File: src/rtl/core/ustc_pkg.sv
// ----------------------------------------------------------------------------
// ustc_pkg
// Shared types, constants and the month length table for the Unix seconds
// to calendar converter.
// ----------------------------------------------------------------------------
package ustc_pkg;

  localparam int SECONDS_WIDTH_DEF = 32;
  localparam int YEAR_W            = 12;

  localparam int EPOCH_YEAR = 1970;
  localparam int EPOCH_MOD4   = EPOCH_YEAR % 4;
  localparam int EPOCH_MOD100 = EPOCH_YEAR % 100;
  localparam int EPOCH_MOD400 = EPOCH_YEAR % 400;

  localparam logic [6:0] MOD100_LAST = 7'd99;
  localparam logic [8:0] MOD400_LAST = 9'd399;

  // seconds in a common and a leap year
  localparam logic [24:0] SECS_YEAR      = 25'd31536000;
  localparam logic [24:0] SECS_LEAP_YEAR = 25'd31622400;

  // step sizes of the time-of-day walk, tens first
  localparam logic [19:0] SECS_10_DAYS  = 20'd864000;
  localparam logic [19:0] SECS_PER_DAY  = 20'd86400;
  localparam logic [19:0] SECS_10_HOURS = 20'd36000;
  localparam logic [19:0] SECS_PER_HOUR = 20'd3600;
  localparam logic [19:0] SECS_10_MINS  = 20'd600;
  localparam logic [19:0] SECS_PER_MIN  = 20'd60;

  // zero-based month index
  localparam logic [3:0] MON_JAN = 4'd0;
  localparam logic [3:0] MON_FEB = 4'd1;
  localparam logic [3:0] MON_APR = 4'd3;
  localparam logic [3:0] MON_JUN = 4'd5;
  localparam logic [3:0] MON_SEP = 4'd8;
  localparam logic [3:0] MON_NOV = 4'd10;
  localparam logic [3:0] MON_DEC = 4'd11;

  typedef struct packed {
    logic [11:0] year;
    logic [3:0]  month;
    logic [4:0]  day_of_month;
    logic [8:0]  day_of_year;
    logic        is_leap_year;
    logic [4:0]  hour;
    logic [5:0]  minute;
    logic [5:0]  second;
  } calendar_t;

  function automatic logic [4:0] month_len(input logic [3:0] m, input logic leap);
    logic [4:0] len;
    case (m)
      MON_FEB: len = leap ? 5'd29 : 5'd28;
      MON_APR, MON_JUN, MON_SEP, MON_NOV: len = 5'd30;
      default: len = 5'd31;
    endcase
    return len;
  endfunction

  // month length in seconds
  function automatic logic [21:0] month_secs(input logic [3:0] m, input logic leap);
    logic [21:0] secs;
    case (m)
      MON_FEB: secs = leap ? 22'd2505600 : 22'd2419200;
      MON_APR, MON_JUN, MON_SEP, MON_NOV: secs = 22'd2592000;
      default: secs = 22'd2678400;
    endcase
    return secs;
  endfunction

endpackage

File: src/rtl/core/ustc_stream_if.sv
// ----------------------------------------------------------------------------
// ustc_stream_if
// Valid/ready stream channel carrying one word of payload_t per handshake.
// ----------------------------------------------------------------------------
interface ustc_stream_if #(
  parameter type payload_t = logic
);
  logic     valid;
  logic     ready;
  payload_t data;

  modport source (output valid, output data, input ready);
  modport sink (input valid, input data, output ready);
endinterface

File: src/rtl/core/unix_seconds_to_calendar.sv
// The input is ready only in idle, so a new word is taken only after the last result
//   has been registered into the output word.
// All steps share one subtract/compare unit walking the seconds down: years, months,
//   then tens and units of days, hours and minutes; what is left is the second.
// Reset (rst, synchronous) returns the sequencer to idle and drops the output word.
// ----------------------------------------------------------------------------
// unix_seconds_to_calendar
// Converts seconds since 1970-01-01 UTC into calendar date and time of day.
// ----------------------------------------------------------------------------
module unix_seconds_to_calendar #(
  parameter int SECONDS_WIDTH = ustc_pkg::SECONDS_WIDTH_DEF
) (
  input logic           clk,
  input logic           rst,
  ustc_stream_if.sink   seconds,
  ustc_stream_if.source calendar
);
  import ustc_pkg::*;

  localparam int W  = SECONDS_WIDTH;
  localparam int YW = (W - 23 > YEAR_W) ? W - 23 : YEAR_W;  // years < 2^W / 31536000

  typedef enum logic [4:0] {
    ST_IDLE  = 5'b00001,
    ST_YEAR  = 5'b00010,
    ST_MONTH = 5'b00100,
    ST_TIME  = 5'b01000,
    ST_DONE  = 5'b10000
  } state_t;

  typedef enum logic [5:0] {
    PH_DAY10  = 6'b000001,
    PH_DAY1   = 6'b000010,
    PH_HOUR10 = 6'b000100,
    PH_HOUR1  = 6'b001000,
    PH_MIN10  = 6'b010000,
    PH_MIN1   = 6'b100000
  } phase_t;

  state_t        state;
  phase_t        phase;
  logic [W-1:0]  rem;
  logic [YW-1:0] year;
  logic [1:0]    mod4;
  logic [6:0]    mod100;
  logic [8:0]    mod400;
  logic [3:0]    mon;
  logic          leap;
  logic [4:0]    dom;
  logic [8:0]    doy;
  logic [4:0]    hour_r;
  logic [5:0]    min_r;
  calendar_t     out_word;
  logic          out_valid;

  logic          leap_now;
  logic [24:0]   ysecs;
  logic [19:0]   step;
  logic          coarse;
  logic [3:0]    inc;
  logic [W-1:0]  op_b;
  logic [W-1:0]  diff;
  logic          ge;

  assign leap_now = (mod400 == '0) || ((mod4 == '0) && (mod100 != '0));
  assign ysecs    = leap_now ? SECS_LEAP_YEAR : SECS_YEAR;
  assign coarse   = (phase == PH_DAY10) || (phase == PH_HOUR10) || (phase == PH_MIN10);
  assign inc      = coarse ? 4'd10 : 4'd1;

  always_comb begin
    case (phase)
      PH_DAY10:  step = SECS_10_DAYS;
      PH_DAY1:   step = SECS_PER_DAY;
      PH_HOUR10: step = SECS_10_HOURS;
      PH_HOUR1:  step = SECS_PER_HOUR;
      PH_MIN10:  step = SECS_10_MINS;
      default:   step = SECS_PER_MIN;
    endcase
  end

  always_comb begin
    case (state)
      ST_YEAR:  op_b = W'(ysecs);
      ST_MONTH: op_b = W'(month_secs(mon, leap));
      default:  op_b = W'(step);
    endcase
  end

  ustc_sub #(.WIDTH(W)) u_sub (
    .a    (rem),
    .b    (op_b),
    .diff (diff),
    .ge   (ge)
  );

  assign seconds.ready  = (state == ST_IDLE);
  assign calendar.valid = out_valid;
  assign calendar.data  = out_word;

  always_ff @(posedge clk) begin
    if (rst) begin
      state     <= ST_IDLE;
      out_valid <= 1'b0;
    end else begin
      if ((state == ST_DONE) && (!out_valid || calendar.ready)) begin
        out_valid <= 1'b1;
      end else if (calendar.ready) begin
        out_valid <= 1'b0;
      end
      case (state)
        ST_IDLE: begin
          if (seconds.valid) begin
            rem    <= seconds.data;
            year   <= YW'(EPOCH_YEAR);
            mod4   <= 2'(EPOCH_MOD4);
            mod100 <= 7'(EPOCH_MOD100);
            mod400 <= 9'(EPOCH_MOD400);
            state  <= ST_YEAR;
          end
        end
        ST_YEAR: begin
          if (ge) begin
            rem    <= diff;
            year   <= year + 1'b1;
            mod4   <= mod4 + 1'b1;
            mod100 <= (mod100 == MOD100_LAST) ? '0 : mod100 + 1'b1;
            mod400 <= (mod400 == MOD400_LAST) ? '0 : mod400 + 1'b1;
          end else begin
            leap  <= leap_now;
            doy   <= '0;
            mon   <= MON_JAN;
            state <= ST_MONTH;
          end
        end
        ST_MONTH: begin
          if (ge && (mon != MON_DEC)) begin
            rem <= diff;
            mon <= mon + 1'b1;
            doy <= doy + 9'(month_len(mon, leap));
          end else begin
            dom    <= '0;
            hour_r <= '0;
            min_r  <= '0;
            phase  <= PH_DAY10;
            state  <= ST_TIME;
          end
        end
        ST_TIME: begin
          // each unit is counted in tens, then in ones
          if (ge) begin
            rem <= diff;
            case (phase)
              PH_DAY10, PH_DAY1: begin
                dom <= dom + 5'(inc);
                doy <= doy + 9'(inc);
              end
              PH_HOUR10, PH_HOUR1: hour_r <= hour_r + 5'(inc);
              default: min_r <= min_r + 6'(inc);
            endcase
          end else begin
            case (phase)
              PH_DAY10:  phase <= PH_DAY1;
              PH_DAY1:   phase <= PH_HOUR10;
              PH_HOUR10: phase <= PH_HOUR1;
              PH_HOUR1:  phase <= PH_MIN10;
              PH_MIN10:  phase <= PH_MIN1;
              default:   state <= ST_DONE;
            endcase
          end
        end
        ST_DONE: begin
          if (!out_valid || calendar.ready) begin
            out_word.year         <= year[11:0];
            out_word.month        <= mon + 1'b1;
            out_word.day_of_month <= dom + 1'b1;
            out_word.day_of_year  <= doy + 1'b1;
            out_word.is_leap_year <= leap;
            out_word.hour         <= hour_r;
            out_word.minute       <= min_r;
            out_word.second       <= rem[5:0];
            state                 <= ST_IDLE;
          end
        end
        default: state <= ST_IDLE;
      endcase
    end
  end

  a_start: assert property (@(posedge clk) disable iff (rst)
    (seconds.valid && seconds.ready) |=> (state == ST_YEAR))
    else $error("conversion did not start after input word");

  a_year_rem: assert property (@(posedge clk) disable iff (rst)
    (state == ST_MONTH) |-> (rem < W'(SECS_LEAP_YEAR)))
    else $error("seconds left after the year walk exceed a year");

  a_sec: assert property (@(posedge clk) disable iff (rst)
    (state == ST_DONE) |-> (rem < W'(SECS_PER_MIN)))
    else $error("seconds left after the minute walk exceed a minute");

  a_mods: assert property (@(posedge clk) disable iff (rst)
    ((state == ST_YEAR) || (state == ST_MONTH)) |->
      ((mod4 == mod100[1:0]) && (mod4 == mod400[1:0])))
    else $error("leap year counters out of step");

  a_mon: assert property (@(posedge clk) disable iff (rst)
    ((state == ST_TIME) || (state == ST_DONE)) |-> (mon <= MON_DEC))
    else $error("month index past December");

endmodule

File: src/rtl/core/ustc_sub.sv
// ----------------------------------------------------------------------------
// ustc_sub
// Shared subtract and compare unit: diff = a - b, ge when a >= b.
// ----------------------------------------------------------------------------
module ustc_sub #(
  parameter int WIDTH = 16
) (
  input  logic [WIDTH-1:0] a,
  input  logic [WIDTH-1:0] b,
  output logic [WIDTH-1:0] diff,
  output logic             ge
);
  logic [WIDTH:0] wide;

  assign wide = {1'b0, a} - {1'b0, b};
  assign diff = wide[WIDTH-1:0];
  assign ge   = ~wide[WIDTH];
endmodule

File: src/flat_wrapper.sv
// flat-port wrapper written by rule: the top's interface ports become plain ports
module unix_seconds_to_calendar_flat import ustc_pkg::*;
#(
  parameter int SECONDS_WIDTH = ustc_pkg::SECONDS_WIDTH_DEF
)
  (clk, rst, seconds_valid, seconds_data, seconds_ready, calendar_valid, calendar_data, calendar_ready);
  ustc_stream_if #(.payload_t(logic [SECONDS_WIDTH-1:0])) seconds_i ();
  ustc_stream_if #(.payload_t(calendar_t)) calendar_i ();
  input logic clk;
  input logic rst;
  input wire logic [$bits(seconds_i.valid)-1:0] seconds_valid;
  input wire logic [$bits(seconds_i.data)-1:0] seconds_data;
  output wire logic [$bits(seconds_i.ready)-1:0] seconds_ready;
  output wire logic [$bits(calendar_i.valid)-1:0] calendar_valid;
  output wire logic [$bits(calendar_i.data)-1:0] calendar_data;
  input wire logic [$bits(calendar_i.ready)-1:0] calendar_ready;
  assign seconds_i.valid = seconds_valid;
  assign seconds_i.data = seconds_data;
  assign seconds_ready = seconds_i.ready;
  assign calendar_valid = calendar_i.valid;
  assign calendar_data = calendar_i.data;
  assign calendar_i.ready = calendar_ready;
  unix_seconds_to_calendar #(.SECONDS_WIDTH(SECONDS_WIDTH)) u_core (.clk(clk), .rst(rst), .seconds(seconds_i), .calendar(calendar_i));
endmodule
File: config.mk
export PLATFORM = sky130hd
export DESIGN_NAME = unix_seconds_to_calendar_flat
export DESIGN_NICKNAME = d
export VERILOG_FILES = /design/src/rtl/core/ustc_pkg.sv /design/src/rtl/core/ustc_stream_if.sv /design/src/rtl/core/unix_seconds_to_calendar.sv /design/src/rtl/core/ustc_sub.sv /design/src/flat_wrapper.sv
export SDC_FILE = /design/constraint.sdc
export NUM_CORES = 1
export LEC_CHECK = 0
export BUFFER_PORTS_ARGS = -buffer_cell sky130_fd_sc_hd__buf_2
export CORE_UTILIZATION = 60
export CTS_CLUSTER_DIAMETER = 80
export DETAILED_ROUTE_END_ITERATION = 6
export HOLD_SLACK_MARGIN = 0.12
export PLACE_DENSITY = 0.81
export SETUP_SLACK_MARGIN = 0.5
export SYNTH_ARGS = -nofsm -noshare
export SYNTH_HDL_FRONTEND = slang
export SYNTH_SLANG_ARGS = --single-unit
File: constraint.sdc
create_clock -name clk -period 15.97 [get_ports clk]
set_input_delay 2.3955 -clock clk [delete_from_list [all_inputs] [get_ports clk]]
set_output_delay 2.3955 -clock clk [all_outputs]
set_load 0.05 [all_outputs]
==> summary.md, run 1 <==
| Metric | Value |
|---|---|
| Root buffer cell | `clkbuf_16` |
| Critical Path Source Type | `flip-flop` |
| #FFs+latches synth | `152` |
| Post-DP HPWL | `12510 um` |
| Most used flip-flop cell after synthesis | `edfxtp_1` |
| CTS Buffer Depth | `2` |
| RSZ-0062 raised after global routing | `no` |
| Largest net degree at the start of global routing | `42` |
| Drt wl/cell | `around 16 um` |
| Die span in y | `121.6 um` |
| Reg clk slew, reported paths | `approximately 0.06 ns` |
| Most used cell, CP | `nand2_1` |
| Area Overhead vs Synth | `14.08%` |
| Outcome | `finished, final reports clean` |
| Setup ws final | `10.65 ns` |
| WHS | `0.4250 ns` |
| Critical-path maximum fanout | `19` |
| Post-route insts no fill | `roughly 1100` |
| Crit path time final | `5.324 ns` |
| Initial drt markers | `around 590` |
| Mux cell area share after synthesis | `0%` |
| Fill count | `1030` |
| Synth Area in Adders | `8.163%` |
| Core box area | `between 10000 and 15000 sq um` |
| Post-Route Utilization | `between 70% and 80%` |
| H-tree levels | `4` |
| Final Hold Viols | `0` |
| Crit-path slowest cell | `o41ai_1` |
| Final ANT Viol Nets | `0` |
| IO Port Bufs | `85` |
| First-pass DRT Iterations | `7` |
| Share of cells above drive strength 1 | `15.03%` |
| Yosys cell types | `61` |
| Placed inst area | `9210 sq um` |
| VDD IR max | `59.73 uV` |
| Req. time, crit path | `16.01 ns` |
| Leak | `about 3.6 nW` |
| Layout Skew | `around 0.0079 ns` |
| Vias | `~6500` |
| Worst path cell trace | `or3_1 > nor3b_2 > inv_2 > nand2_1 > inv_1 > nand2_1 > nor2_1 > a21oi_1 > inv_1 > fa_1 > nand2b_1 > a21oi_1 > o221a_4 > a211oi_4 > o211ai_2 > or4_4 > nand2_1 > o41ai_1` |
| Crit share post-route | `33.34%` |
| Dpl cells | `between 1000 and 1500` |
| Largest family of logic cells by synthesized area | `simple AND/OR/NAND/NOR gates` |
| Initial Utilization | `61.60%` |
| CTS tree | `built` |
| Hold Path Class | `flip-flop to flip-flop` |
| Part of the Yosys area used for sequential elements | `52.48%` |
| Hold_buf cts | `0` |
| Top-Level Pins | `between 80 and 90` |
| Final max-slew violation count | `0` |
| Post-CTS Setup Inserts | `0` |
| Least-Margin Pin Slew | `approximately 1.1 ns` |
| Top sig layer | `met4` |
| GRT Resource Usage Total | `about a quarter` |
| Max_cap viols | `0` |
| N_diodes | `0` |
| Routed wire length | `17860 um` |
| Post-Syn Instances | `~810` |
| TNS Setup | `0 ns` |
| Final setup vio count | `0` |
| Routed wl met2 | `8563 um` |
| CTS Buf Count | `17` |
| Syn_area_per_cell | `10.66 sq um` |
| Max_slew headroom | `about 29%` |
| Pre-CTS WS | `around 11 ns` |
| Drt drc | `0` |
| Placer Congestion | `~0.87` |
| Net Count, Synth | `slightly below 900` |
| Pwr Total | `1.058 mW` |
| Worst setup path class | `flip-flop to flip-flop` |
| Met1 wire length | `7889 um` |
| Post-Synth Simple-Gate Area | `17.61%` |
| Mapped cell area | `8583 sq um` |
| Number of cell rows | `43` |
| Final nets | `981` |
| Initial antenna violation count | `0` |
| Pwr Density | `108.0 nW/um^2` |
| Clock sinks | `152` |
| Post-synth EDFFs | `146` |
| Global route overflow | `0` |
| Die outline area | `14790 sq um` |
| Crit end category | `flip-flop` |
| Compound-Gate Fraction of Synth Area | `12.90%` |
| Asr flop ratio synth | `0%` |
| First-pass GRT wire length | `about 29000 um` |
| Family with the most delay on the worst path | `compound AO/OA/AOI/OAI gates` |
| Design area | `9792 sq um` |
| Via/cell ratio | `5.966` |
| Post-CTS sizing | `0` |
| Met3 routed WL | `997 um` |
| Width of the die | `121.6 um` |
| Commonest cells after routing, fill and taps aside | `146 x edfxtp_1, 102 x nor2_1, 85 x buf_2` |
| Clk_lat worst skew | `approximately 0.43 ns` |
| Vias in the first global route | `5999` |
| Max Clock Freq | `0.1878 GHz` |
| Buf+Inv Stages, Crit Path | `3` |
| Ys Warns | `0` |
| WP data arrival | `5.37 ns` |
| Slowest cell delay on critical path | `0.88 ns` |
| XOR/XNOR share of the synthesized area | `approximately 6.8%` |
| Most common cell after layout, fill and taps aside | `edfxtp_1` |
[sequential cells by signal, summed over array words and instances (netlist names)]
name,cells
u_core.calendar.valid,1
u_core.rem,32
u_core.mod4,2
u_core.state,5
u_core.doy,9
u_core.mod100,7
u_core.calendar.data,48
u_core.phase,6
u_core.leap,1
u_core.min_r,6
u_core.dom,5
u_core.mon,4
u_core.year,12
u_core.mod400,9
u_core.hour_r,5
[synth_stat cells, types with 3 or more instances]
library cell | n | area share (%)
o211ai_1 | 3 | 0.26
inv_1 | 20 | 0.87
nand3b_1 | 5 | 0.44
ha_1 | 48 | 7.0
clkbuf_1 | 21 | 0.92
a211oi_1 | 5 | 0.44
edfxtp_1 | 146 | 51
nor4_1 | 4 | 0.29
and2_1 | 15 | 1.1
nand4b_1 | 3 | 0.31
xor2_1 | 40 | 4.1
a21o_1 | 10 | 0.87
dfxtp_1 | 6 | 1.4
or3_1 | 7 | 0.51
a311oi_1 | 4 | 0.41
o21ai_0 | 40 | 2.3
nand3_1 | 40 | 2.3
nand4_1 | 3 | 0.22
fa_1 | 5 | 1.2
xnor2_1 | 27 | 2.8
nor2b_1 | 13 | 0.95
nor2_1 | 103 | 4.5
nand2_1 | 63 | 2.8
o22ai_1 | 4 | 0.29
buf_1 | 3 | 0.13
nand2b_1 | 10 | 0.73
a31oi_1 | 10 | 0.73
a211o_1 | 4 | 0.41
a21oi_1 | 69 | 4.0
o31ai_1 | 3 | 0.26
nor3b_1 | 4 | 0.35
and3_1 | 18 | 1.3
nor3_1 | 16 | 0.93
[cells by family after synthesis]
| logic type | count (synthesis) |
|---|---|
| AOI/OAI and AO/OA | 176 |
| adders and majority gates | 53 |
| buffers and inverters | 46 |
| and+or+nand+nor | 311 |
| xor gates and xnor gates | 67 |
| DFF | 152 |
[per-layer routing]
metal / vias to the layer above / GRT usage [%]
met3: 33 / 4.401
met5: - / 0
met4: 0 / 11.03
met1: 3060 / 34.92
li1: 3129 / -
met2: 251 / 40.59
[final cells by class]
cell class | count | area, sq um | area share, %
Sequential cell | 152 | 4504 | 46.00
Multi-Input combinational cell | 607 | 3920 | 40.03
Timing Repair Buffer | 92 | 478.0 | 4.881
Clock buffer | 19 | 432.9 | 4.421
Tap cell | 180 | 225.2 | 2.300
Clock inverter | 13 | 148.9 | 1.521
Inverter | 22 | 82.58 | 0.8433
[report_power, final]
group | internal (mW) | leakage [nW] | switching [mW] | total [mW]
Sequential | 0.464 | 1.34 | 0.0173 | 0.481
Combinational | 0.0689 | 2.02 | 0.113 | 0.182
Clock | 0.232 | 0.269 | 0.163 | 0.395
Total | 0.764 | 3.63 | 0.293 | 1.06
[final timing paths]
kind | startpoint | to | cells past startpoint | slack, ns
hold reg to reg | u_core.rem[0]$_DFFE_PP_ | u_core.calendar.data[0]$_DFFE_PP_ | 0 | 0.42
setup / recovery | u_core.state[0]$_SDFFE_PP1P_ | u_core.hour_r[2]$_SDFFCE_PN0P_ | 18 | 10.65
setup reg to reg | u_core.state[0]$_SDFFE_PP1P_ | u_core.hour_r[2]$_SDFFCE_PN0P_ | 18 | 10.65
hold / removal | u_core.rem[0]$_DFFE_PP_ | u_core.calendar.data[0]$_DFFE_PP_ | 0 | 0.42
No activity file was read; power rests on OpenSTA's default activity.
==> run 2: changes to the inputs <==
Settings changed: ABC_AREA set to 1.
Clock period 15.97 ns to 5.55 ns, I/O delays scaled along.
==> run 2 against run 1 <==
Via count rose by 13%. Non-clock buffer count fell by 2. Final area rose by 3.9%. Clock-buffer cell count fell by 1. Worst setup slack got worse by 9.5 ns. First-iteration DRC count rose by 28%. Clock power rose to 2.9 times the previous value. Maximum frequency rose by 21%. Synthesized area rose by 4.3%. Final cell count rose by 20%. Critical endpoint is now u_core.mod400[7]$_SDFFCE_PP0P_. Largest cell class unchanged.
==> summary.md, run 2 <==
| Metric | Value |
|---|---|
| Outcome | `finished, final reports clean` |
| Reg clk slew, reported paths | `0.06 ns (about the same)` |
| Most numerous cell in the Yosys netlist | `nand2_1` |
| RSZ-0062 raised after global routing | `no` |
| Design area | `10170 sq um (+3.9%)` |
| Req. time, crit path | `5.67 ns (-10.34 ns)` |
| Pwr Density | `429.8 nW/um^2 (+300%)` |
| Hold path depth | `0 (unchanged)` |
| H-tree levels | `4 (unchanged)` |
| Final nets | `1193 (+22%)` |
| Critical R2R Capture | `u_core.mod400[7]$_SDFFCE_PP0P_` |
| Net Count, Synth | `1098 (+23%)` |
| IO Port Bufs | `85 (unchanged)` |
| R2R Setup Slk | `1.15 ns (-9.50 ns)` |
| Hold_buf cts | `0 (unchanged)` |
| Placed inst area | `9595 sq um (+4.2%)` |
| Max_cap viols | `0 (unchanged)` |
| Pwr Total | `4.372 mW (+310%)` |
| Switching Fraction | `38.45% (+11 points)` |
| WP data arrival | `4.52 ns (-0.85 ns)` |
| Least-Margin Pin Slew | `0.9442 ns (-0.1122 ns)` |
| Number of cell rows | `44 (+2.3%)` |
| Hold Path Class | `flip-flop to flip-flop` |
| Routed wire length | `19910 um (+11%)` |
| Part of the Yosys area used for sequential elements | `50.32% (-2.2 points)` |
| Largest register FFs | `48 (unchanged)` |
| Drt wl/cell | `15.30 um (-7.0%)` |
| Fill count | `1154 (+12%)` |
| Main area contributors after synthesis | `edfxtp_1 49%, nand2_1 8.2%, ha_1 6.7%, inv_1 6.0%, nor2_1 5.4%` |
| Asr flop ratio synth | `0% (unchanged)` |
| Cell taking the most area after synthesis | `edfxtp_1` |
| Max_slew headroom | `36.90% (+8.3 points)` |
| Max Clock Freq | `0.2271 GHz (+21%)` |
| Final ANT Viol Nets | `0 (unchanged)` |
| CTS tree | `built` |
| #FFs+latches synth | `152 (unchanged)` |
| Register area | `4504 sq um (unchanged)` |
| Crit path time final | `4.404 ns (-0.9196 ns)` |
| Top-area cell type share of the netlist area | `48.98% (-2.1 points)` |
| Drt drc | `0 (unchanged)` |
| Placer Congestion | `0.9376 (+7.7%)` |
| CTS Buf Count | `17 (unchanged)` |
| Multi-input logic area | `3836 sq um (-2.1%)` |
| Clock Power Share | `26.2% (-11 points)` |
| Top-Level Pins | `86 (unchanged)` |
| Leak | `4.412 nW (+21%)` |
| Share of cells above drive strength 1 | `13.70% (-1.3 points)` |
| VDD IR max | `279.8 uV (+370%)` |
| Commonest cells in the netlist | `195 x nand2_1, 146 x edfxtp_1, 144 x inv_1` |
| Root buffer cell | `clkbuf_16` |
| Critical-path maximum fanout | `19 (unchanged)` |
| Initial Utilization | `61.59% (about the same)` |
| Final setup vio count | `0 (unchanged)` |
| Clock sinks | `152 (unchanged)` |
| Ys Warns | `0 (unchanged)` |
| Post-synth EDFFs | `146 (unchanged)` |
| Layout Skew | `0.008543 ns (+0.0006515 ns)` |
| Post-CTS sizing | `0 (unchanged)` |
| Worst hold endpoint | `u_core.calendar.data[0]$_DFFE_PP_` |
| GRT Resource Usage Total | `27.68% (+2.0 points)` |
| Most common cell after layout, fill and taps aside | `nand2_1` |
| Post-DP HPWL | `14490 um (+16%)` |
| Die span in y | `124.1 um (+2.1%)` |
| CTS Buffer Depth | `2 (unchanged)` |
| Post-CTS Setup Inserts | `0 (unchanged)` |
| Yosys cell types | `47 (-23%)` |
| TNS Setup | `0 ns (unchanged)` |
| Mapped cell area | `8951 sq um (+4.3%)` |
| Vias in the first global route | `6778 (+13%)` |
| Final Hold Viols | `0 (unchanged)` |
| Most used flip-flop cell after synthesis | `edfxtp_1` |
| Min-delay src | `u_core.rem[0]$_DFFE_PP_` |
| Pint | `2.691 mW (+250%)` |
| Vias | `7341 (+13%)` |
| Switching Power | `1.681 mW (+470%)` |
| Largest net degree at the start of global routing | `46 (+9.5%)` |
| Via/cell ratio | `5.643 (-5.4%)` |
| Width of the die | `124.1 um (+2.1%)` |
| Core box area | `14530 sq um (+4.3%)` |
| Critical Path Source Type | `flip-flop` |
| Syn_area_per_cell | `8.871 sq um (-17%)` |
| Initial antenna violation count | `0 (unchanged)` |
| First-pass DRT Iterations | `6 (-1)` |
| N_diodes | `0 (unchanged)` |
| Crit share post-route | `79.35% (+46 points)` |
| Commonest cells after routing, fill and taps aside | `195 x nand2_1, 146 x edfxtp_1, 144 x inv_1` |
| Comb pwr share | `37.2% (+20 points)` |
| Die outline area | `15410 sq um (+4.2%)` |
| Area Overhead vs Synth | `13.64%` |
| Share of power burned in registers | `36.6% (-8.9 points)` |
| First-pass GRT wire length | `32320 um (+11%)` |
| Worst setup path class | `flip-flop to flip-flop` |
| Global route overflow | `0 (unchanged)` |
| R2r startpoint | `u_core.state[3]$_SDFFE_PP0P_` |
| Crit end category | `flip-flop` |
| Post-Route Utilization | `69.99% (-0.28 points)` |
| Initial drt markers | `753 (+28%)` |
| Clk_lat worst skew | `0.43 ns (about the same)` |
| Post-Syn Instances | `1009 (+25%)` |
| R2R depth | `20 (+2)` |
| Final max-slew violation count | `0 (unchanged)` |
-- run 2: cell type report --
| cell class | instances | area share, % |
|---|---|---|
| Multi-Input combinational cell | 694 | 37.71 |
| Inverter | 149 | 5.523 |
| Sequential cell | 152 | 44.28 |
| Clock buffer | 18 | 4.219 |
| Clock inverter | 14 | 1.451 |
| Tap cell | 184 | 2.263 |
| Timing Repair Buffer | 90 | 4.551 |
-- run 2: routing by layer --
layer	part of all wire, %	up-vias	track usage, %	routed length, um
met5	0	-	0	0
met2	48	261	44.92	9601
met1	43	3433	36.52	8624
met3	6.0	46	5.311	1198
met4	2.4	0	11.09	487
li1	-	3601	-	-
-- run 2: worst max-delay path by stage --
stage                                        endpoint  slack [ns]                    startpoint
CTS                    u_core.mod400[7]$_SDFFCE_PP0P_        1.14  u_core.state[3]$_SDFFE_PP0P_
detailed placement     u_core.mod100[5]$_SDFFCE_PP0P_        1.20  u_core.state[3]$_SDFFE_PP0P_
global placement       u_core.mod100[3]$_SDFFCE_PP0P_        1.30  u_core.state[3]$_SDFFE_PP0P_
floorplan           u_core.calendar.data[0]$_DFFE_PP_        0.83                           rst
global route           u_core.mod100[4]$_SDFFCE_PP0P_        0.71  u_core.state[3]$_SDFFE_PP0P_
finish                 u_core.mod400[7]$_SDFFCE_PP0P_        1.15  u_core.state[3]$_SDFFE_PP0P_
-- run 2: critical path, stage by stage (launching register included) --
cell,delay (ns)
dfxtp_1,0.36
nor2_1,0.18
nand2_1,0.09
nor3_2,0.44
inv_2,0.29
nor2_1,0.20
inv_1,0.07
o211ai_1,0.10
o21ai_0,0.15
ha_1,0.37
nand2_1,0.10
nor2_1,0.10
nand2_1,0.06
nand3_1,0.13
nand2_1,0.09
nand2_2,0.11
nand2_2,0.09
nand3_1,0.09
nand2_1,0.13
a21oi_2,0.55
buf_4,0.38
-- run 2: per-stage QoR --
step,setup WS [ns],hold slack [ns],instances
after global placement,1.301,0.4036,1269
after floorplan,0.8320,0.4003,1009
after CTS,1.144,0.4194,1301
after global routing,0.7089,0.4414,1301
after detailed placement,1.200,0.4045,1269
final,1.146,0.4199,1301
-- run 2: cell families after synthesis --
| family | after synthesis | share of synthesized area [%] |
|---|---|---|
| and+or+nand+nor | 448 | 21.88 |
| AOI/OAI and AO/OA | 162 | 9.925 |
| xor gates and xnor gates | 31 | 3.033 |
| adders and majority gates | 53 | 7.828 |
| buffers and inverters | 163 | 7.017 |
| DFF | 152 | 50.32 |
-- run 2: power groups by stage --
stage / clock network, mW / registers [mW] / logic (mW)
detailed placement: 0 / 1.62 / 1.59
global placement: 0 / 1.61 / 1.57
CTS: 1.15 / 1.60 / 1.61
global route: 1.20 / 1.61 / 1.83
finish: 1.15 / 1.60 / 1.63
floorplan: 0 / 1.59 / 1.22
